## src/hpt_pkg.sv

```systemverilog
// Shared types and constants for the homogeneous point transform.
// Used by hpt_div_step and homogeneous_point_transform_top; no dependencies.
`default_nettype none
package hpt_pkg;
	localparam int COEF_WIDTH      = 32;
	localparam int NUM_PAIRS       = 8;
	localparam int NUM_COEFS       = 16;
	localparam int LANES           = 3;
	localparam int CFG_INDEX_WIDTH = 4;
	localparam int CFG_DATA_WIDTH  = 64;

	typedef logic [CFG_DATA_WIDTH-1:0] hpt_pair_t;

	// Identity matrix in Q16.16, column-major, two entries per register.
	localparam hpt_pair_t COEF_RESET [NUM_PAIRS] = '{
		64'd65536, 64'd0, 64'd281474976710656, 64'd0,
		64'd0, 64'd65536, 64'd0, 64'd281474976710656
	};

	// Per-item control carried beside the divider datapath.
	typedef struct packed {
		logic             valid;
		logic             degen;
		logic [LANES-1:0] neg;
		logic [LANES-1:0] big;
		logic [LANES-1:0] dsat;
	} hpt_ctl_t;
endpackage
`default_nettype wire

```

## src/hpt_div_step.sv

```systemverilog
// One restoring-division stage: decides one quotient bit for each of the three lanes.
// Depends on hpt_pkg for the control struct.
`default_nettype none
module hpt_div_step #(
	parameter int SW    = 66,
	parameter int RW    = 114,
	parameter int CW    = 32,
	parameter int SHIFT = 0
) (
	input  wire logic                     clk,
	input  wire logic                     arst_n,
	input  wire hpt_pkg::hpt_ctl_t        ctl_prev,
	input  wire logic [SW-1:0]            d_prev,
	input  wire logic [RW-1:0]            r_prev [hpt_pkg::LANES],
	input  wire logic [CW-1:0]            q_prev [hpt_pkg::LANES],
	output hpt_pkg::hpt_ctl_t             ctl_next,
	output logic [SW-1:0]                 d_next,
	output logic [RW-1:0]                 r_next [hpt_pkg::LANES],
	output logic [CW-1:0]                 q_next [hpt_pkg::LANES]
);
	logic [RW-1:0] dsh;
	logic [hpt_pkg::LANES-1:0] take;

	always_comb begin
		dsh = RW'(d_prev) << SHIFT;
		for (int l = 0; l < hpt_pkg::LANES; l++) begin
			take[l] = !ctl_prev.degen && (r_prev[l] >= dsh);
		end
	end

	always_ff @(posedge clk or negedge arst_n) begin
		if (!arst_n) begin
			ctl_next <= '0;
		end else begin
			ctl_next <= ctl_prev;
		end
	end

	always_ff @(posedge clk) begin
		d_next <= d_prev;
		for (int l = 0; l < hpt_pkg::LANES; l++) begin
			r_next[l] <= take[l] ? (r_prev[l] - dsh) : r_prev[l];
			q_next[l] <= q_prev[l] | (CW'(take[l]) << SHIFT);
		end
	end
endmodule
`default_nettype wire

```

## config.mk

```make
export PLATFORM = sky130hd
export DESIGN_NAME = hpt_div_step
export DESIGN_NICKNAME = d
export VERILOG_FILES = /design/src/hpt_pkg.sv /design/src/hpt_div_step.sv
export SDC_FILE = /design/constraint.sdc
export NUM_CORES = 1
export LEC_CHECK = 0
export BUFFER_PORTS_ARGS = -buffer_cell sky130_fd_sc_hd__buf_4
export CAP_MARGIN = 15
export CORE_AREA = 3 3 400 402
export CTS_CLUSTER_SIZE = 20
export DETAILED_ROUTE_END_ITERATION = 10
export DIE_AREA = 0 0 403 405
export GPL_TIMING_DRIVEN = 0
export PLACE_DENSITY = 0.44
export SETUP_SLACK_MARGIN = 0.15
export SLEW_MARGIN = 20
export SYNTH_ARGS = -nofsm -noshare
export SYNTH_HDL_FRONTEND = slang
export SYNTH_SLANG_ARGS = --single-unit
```

## constraint.sdc

```tcl
create_clock -name clk -period 0.8 [get_ports clk]
set_input_delay 0.04 -clock clk [delete_from_list [all_inputs] [get_ports clk]]
set_output_delay 0.04 -clock clk [all_outputs]
set_load 0.01 [all_outputs]
```

==> results.sh <==
export IMPL_outcome="finished with violations"
export IMPL_violations="negative hold slack, negative setup slack"
export IMPL_firstDrtPassIters=5
export IMPL_avgSynthCellArea_um2=8.30
export IMPL_power_density_nw_per_um2=1750
export IMPL_crit_fanout=5
export IMPL_postRouteAntennaNets=0
export IMPL_num_rows=145
export IMPL_path_clk_slew_ns=0.06
export IMPL_hpwl_um=153000
export IMPL_routed_wl_um=188000
export IMPL_async_reset_ff_frac=0.0214
export IMPL_grt_busiest_layer="met2"
export IMPL_grt_overflow=0
export IMPL_ys_flop_type="dfxtp_1"
export IMPL_grtUsageMet3=0.0627
export IMPL_drive_gt1_frac=0.378
export IMPL_cts_sinks=515
export IMPL_io_buffers=1025
export IMPL_critical_path_startpoint_type="primary input"
export IMPL_routedWlPerCell_um=25.1
export IMPL_slew_headroom=0.0764
export IMPL_maxCapViolCount=0
export IMPL_cp_end_kind="flip-flop"
export IMPL_synth_area_leader_cell="dfxtp_1"
export IMPL_peakVddDrop_uv=1560
export IMPL_hold_slack_ns=-0.448
export IMPL_synth_top_cell_area_share=0.353
export IMPL_post_route_util=0.345
export IMPL_initial_utilization=0.183
export IMPL_io_pins=1032
export IMPL_rsz0062_at_grt="true"
export IMPL_fp_dieH_um=405
export IMPL_grt_max_degree=13
export IMPL_nets=6073
export IMPL_vias_per_cell=4.57
export IMPL_syn_area_um2=28600
export IMPL_drt_iter0_drc=2168
export IMPL_met2_usage=0.375
export IMPL_hold_viol_final=84
export IMPL_slew_viol_final=0
export IMPL_layout_setup_ws_ns=-2.56
export IMPL_antenna_found_initial=48
export IMPL_leakagePower_nw=22.8
export IMPL_crit_type="in -> reg"
export IMPL_crit_required_ns=1.41
export IMPL_vias=34200
export IMPL_synth_area_leaders="dfxtp_1 35%, ha_1 8.7%, a21oi_1 7.1%"
export IMPL_cts_tree="yes"
export IMPL_synth_most_common_cell="dfxtp_1"
export IMPL_synth_warning_count=0
export IMPL_cts_buffer_depth=3
export IMPL_routabilityCongestion=0.920
export IMPL_final_setup_viol_count=860
export IMPL_area_growth_pct=88.8
export IMPL_dieWidth_um=403
export IMPL_min_path_type="in -> reg"
export IMPL_yosysSeqAreaShare=0.363
export IMPL_die_area_um2=163000
export IMPL_synth_edf_count=0
export IMPL_cts_root_buffer="clkbuf_16"
export IMPL_synth_seq_cells=515
export IMPL_synth_cell_types=80
export IMPL_crit_arrival_ns=3.96
export IMPL_netlist_top_cells_count="504 x dfxtp_1, 408 x a21oi_1, 336 x nor2_1"
export IMPL_drc_errors=0
export IMPL_coreArea_um2=156000
export IMPL_grt_use_total=0.216
export IMPL_synthCells=3445
export IMPL_fin_crit_ns=3.36
export IMPL_synth_nets=4163
export IMPL_met1_usage=0.249
export IMPL_dp_slack_ns=-5.69
export IMPL_tightest_slew_ns=1.37
export IMPL_grt_pass1_vias=34000
export IMPL_grt_pass1_wl_um=253000
export IMPL_fmax_mhz=298
export IMPL_period_share=4.19
export IMPL_ctsHtreeMaxLevel=3
export IMPL_cts_buffers=71
[worst max-delay path, cell delays in order]
cell and delay [ns]:
buf_4 0.12, dlygate4sd3_1 0.69, nor2_2 0.16, nand2_2 0.14, nor4_4 0.29, buf_6 0.19, nand4_1 0.38, nor4_4 0.44
o31a_1 0.19, a31o_4 0.11, buf_4 0.11, nor4b_4 0.26, nand3b_1 0.27, nor4_2 0.35, xor2_1 0.20
[cell usage in the layout, fill, tap and decap left out, types with 29 or more instances in the layout]
master	n
a21o_1	107
a21oi_1	300
a21oi_2	84
buf_12	44
buf_4	1188
buf_6	34
clkbuf_1	55
clkbuf_16	78
clkbuf_2	32
clkinvlp_4	43
dfxtp_1	504
diode_2	30
dlygate4sd3_1	593
ha_1	123
ha_4	64
inv_1	82
nand2_1	241
nand2b_1	31
nand3_1	57
nand4_1	97
nor2_1	308
nor3_1	60
nor4_1	29
o21ai_0	128
o21bai_1	51
xnor2_1	180
xor2_1	124
[metal layers]
layer | wire length, um | vias to the layer above
met2 | 91800 | 1177
met1 | 74500 | 16600
met3 | 14300 | 262
met5 | 149 | -
met4 | 7630 | 20
li1 | - | 16200
[registers in the layout (all words and copies together), names as in the netlist]
register,cells
ctl_next,11
d_next,66
q_next,96
r_next,342
[power breakdown]
group | switching [mW] | internal, mW
Sequential | 0.825 | 28.1
Clock | 14.0 | 20.5
Combinational | 16.7 | 14.5
[path summary, 6_finish.rpt]
check	startpoint	end	slack (ns)	depth (start not counted)
max	r_prev[299]	r_next[336]	-2.56	15
max in group asynchronous	arst_n	ctl_next[7]	0.33	3
min	r_prev[76]	r_next[76]	-0.45	2
min in group asynchronous	arst_n	ctl_next[0]	0.29	3
[what timing repair did]
action | 4_1_cts | 5_1_grt
cloned | 1 | 4
gates resized for setup | 305 | 494
hold endpoints to repair | 526 | 170
pin swaps | 47 | 129
setup buffers | 69 | 138
hold buffers | 562 | 83
setup endpoints to repair | 860 | 977
[final cells by class]
class                      count  area [um2]
fill                       16200      102000
clock buffer                  91        1960
tap                         2058        2570
antenna                       30        75.1
timing repair buffer        1836       15800
multi-input combinational   2642       20600
sequential                   515       10400
buffer                       154        1330
clock inverter                35         538
inverter                     135         704
[per-stage QoR]
stage / cells / setup TNS, ns / hold slack, ns / area, um2 / power, mW
2_1_floorplan: 3445 / -695.10 / -0.256 / 29700 / 41.7
6_report: 7496 / -957.37 / -0.448 / 54000 / 94.7
5_1_grt: 7477 / -1009.47 / -0.473 / 53900 / 99.0
3_3_place_gp: 6528 / -1515.71 / -0.110 / 40000 / 54.4
3_5_place_dp: 6530 / -1368.18 / -0.106 / 40000 / 54.3
4_1_cts: 7288 / -1042.88 / -0.593 / 50300 / 93.2
[kinds of logic (layout without fill, tap and decap cells)]
| kind of cell | count (synthesis) | count (layout) | share of synthesized area |
|---|---|---|---|
| multiplexers | 33 | 33 | 0.0129 |
| flip-flops | 515 | 515 | 0.363 |
| adder cells (fa/ha/maj) | 201 | 201 | 0.0887 |
| XOR/XNOR | 322 | 322 | 0.0986 |
| other | 0 | 30 | 0 |
| buffers and inverters | 289 | 2251 | 0.0389 |
| AO/OA/AOI/OAI | 943 | 944 | 0.200 |
| AND/OR/NAND/NOR | 1142 | 1142 | 0.198 |
(Power assumes the default switching activity.)
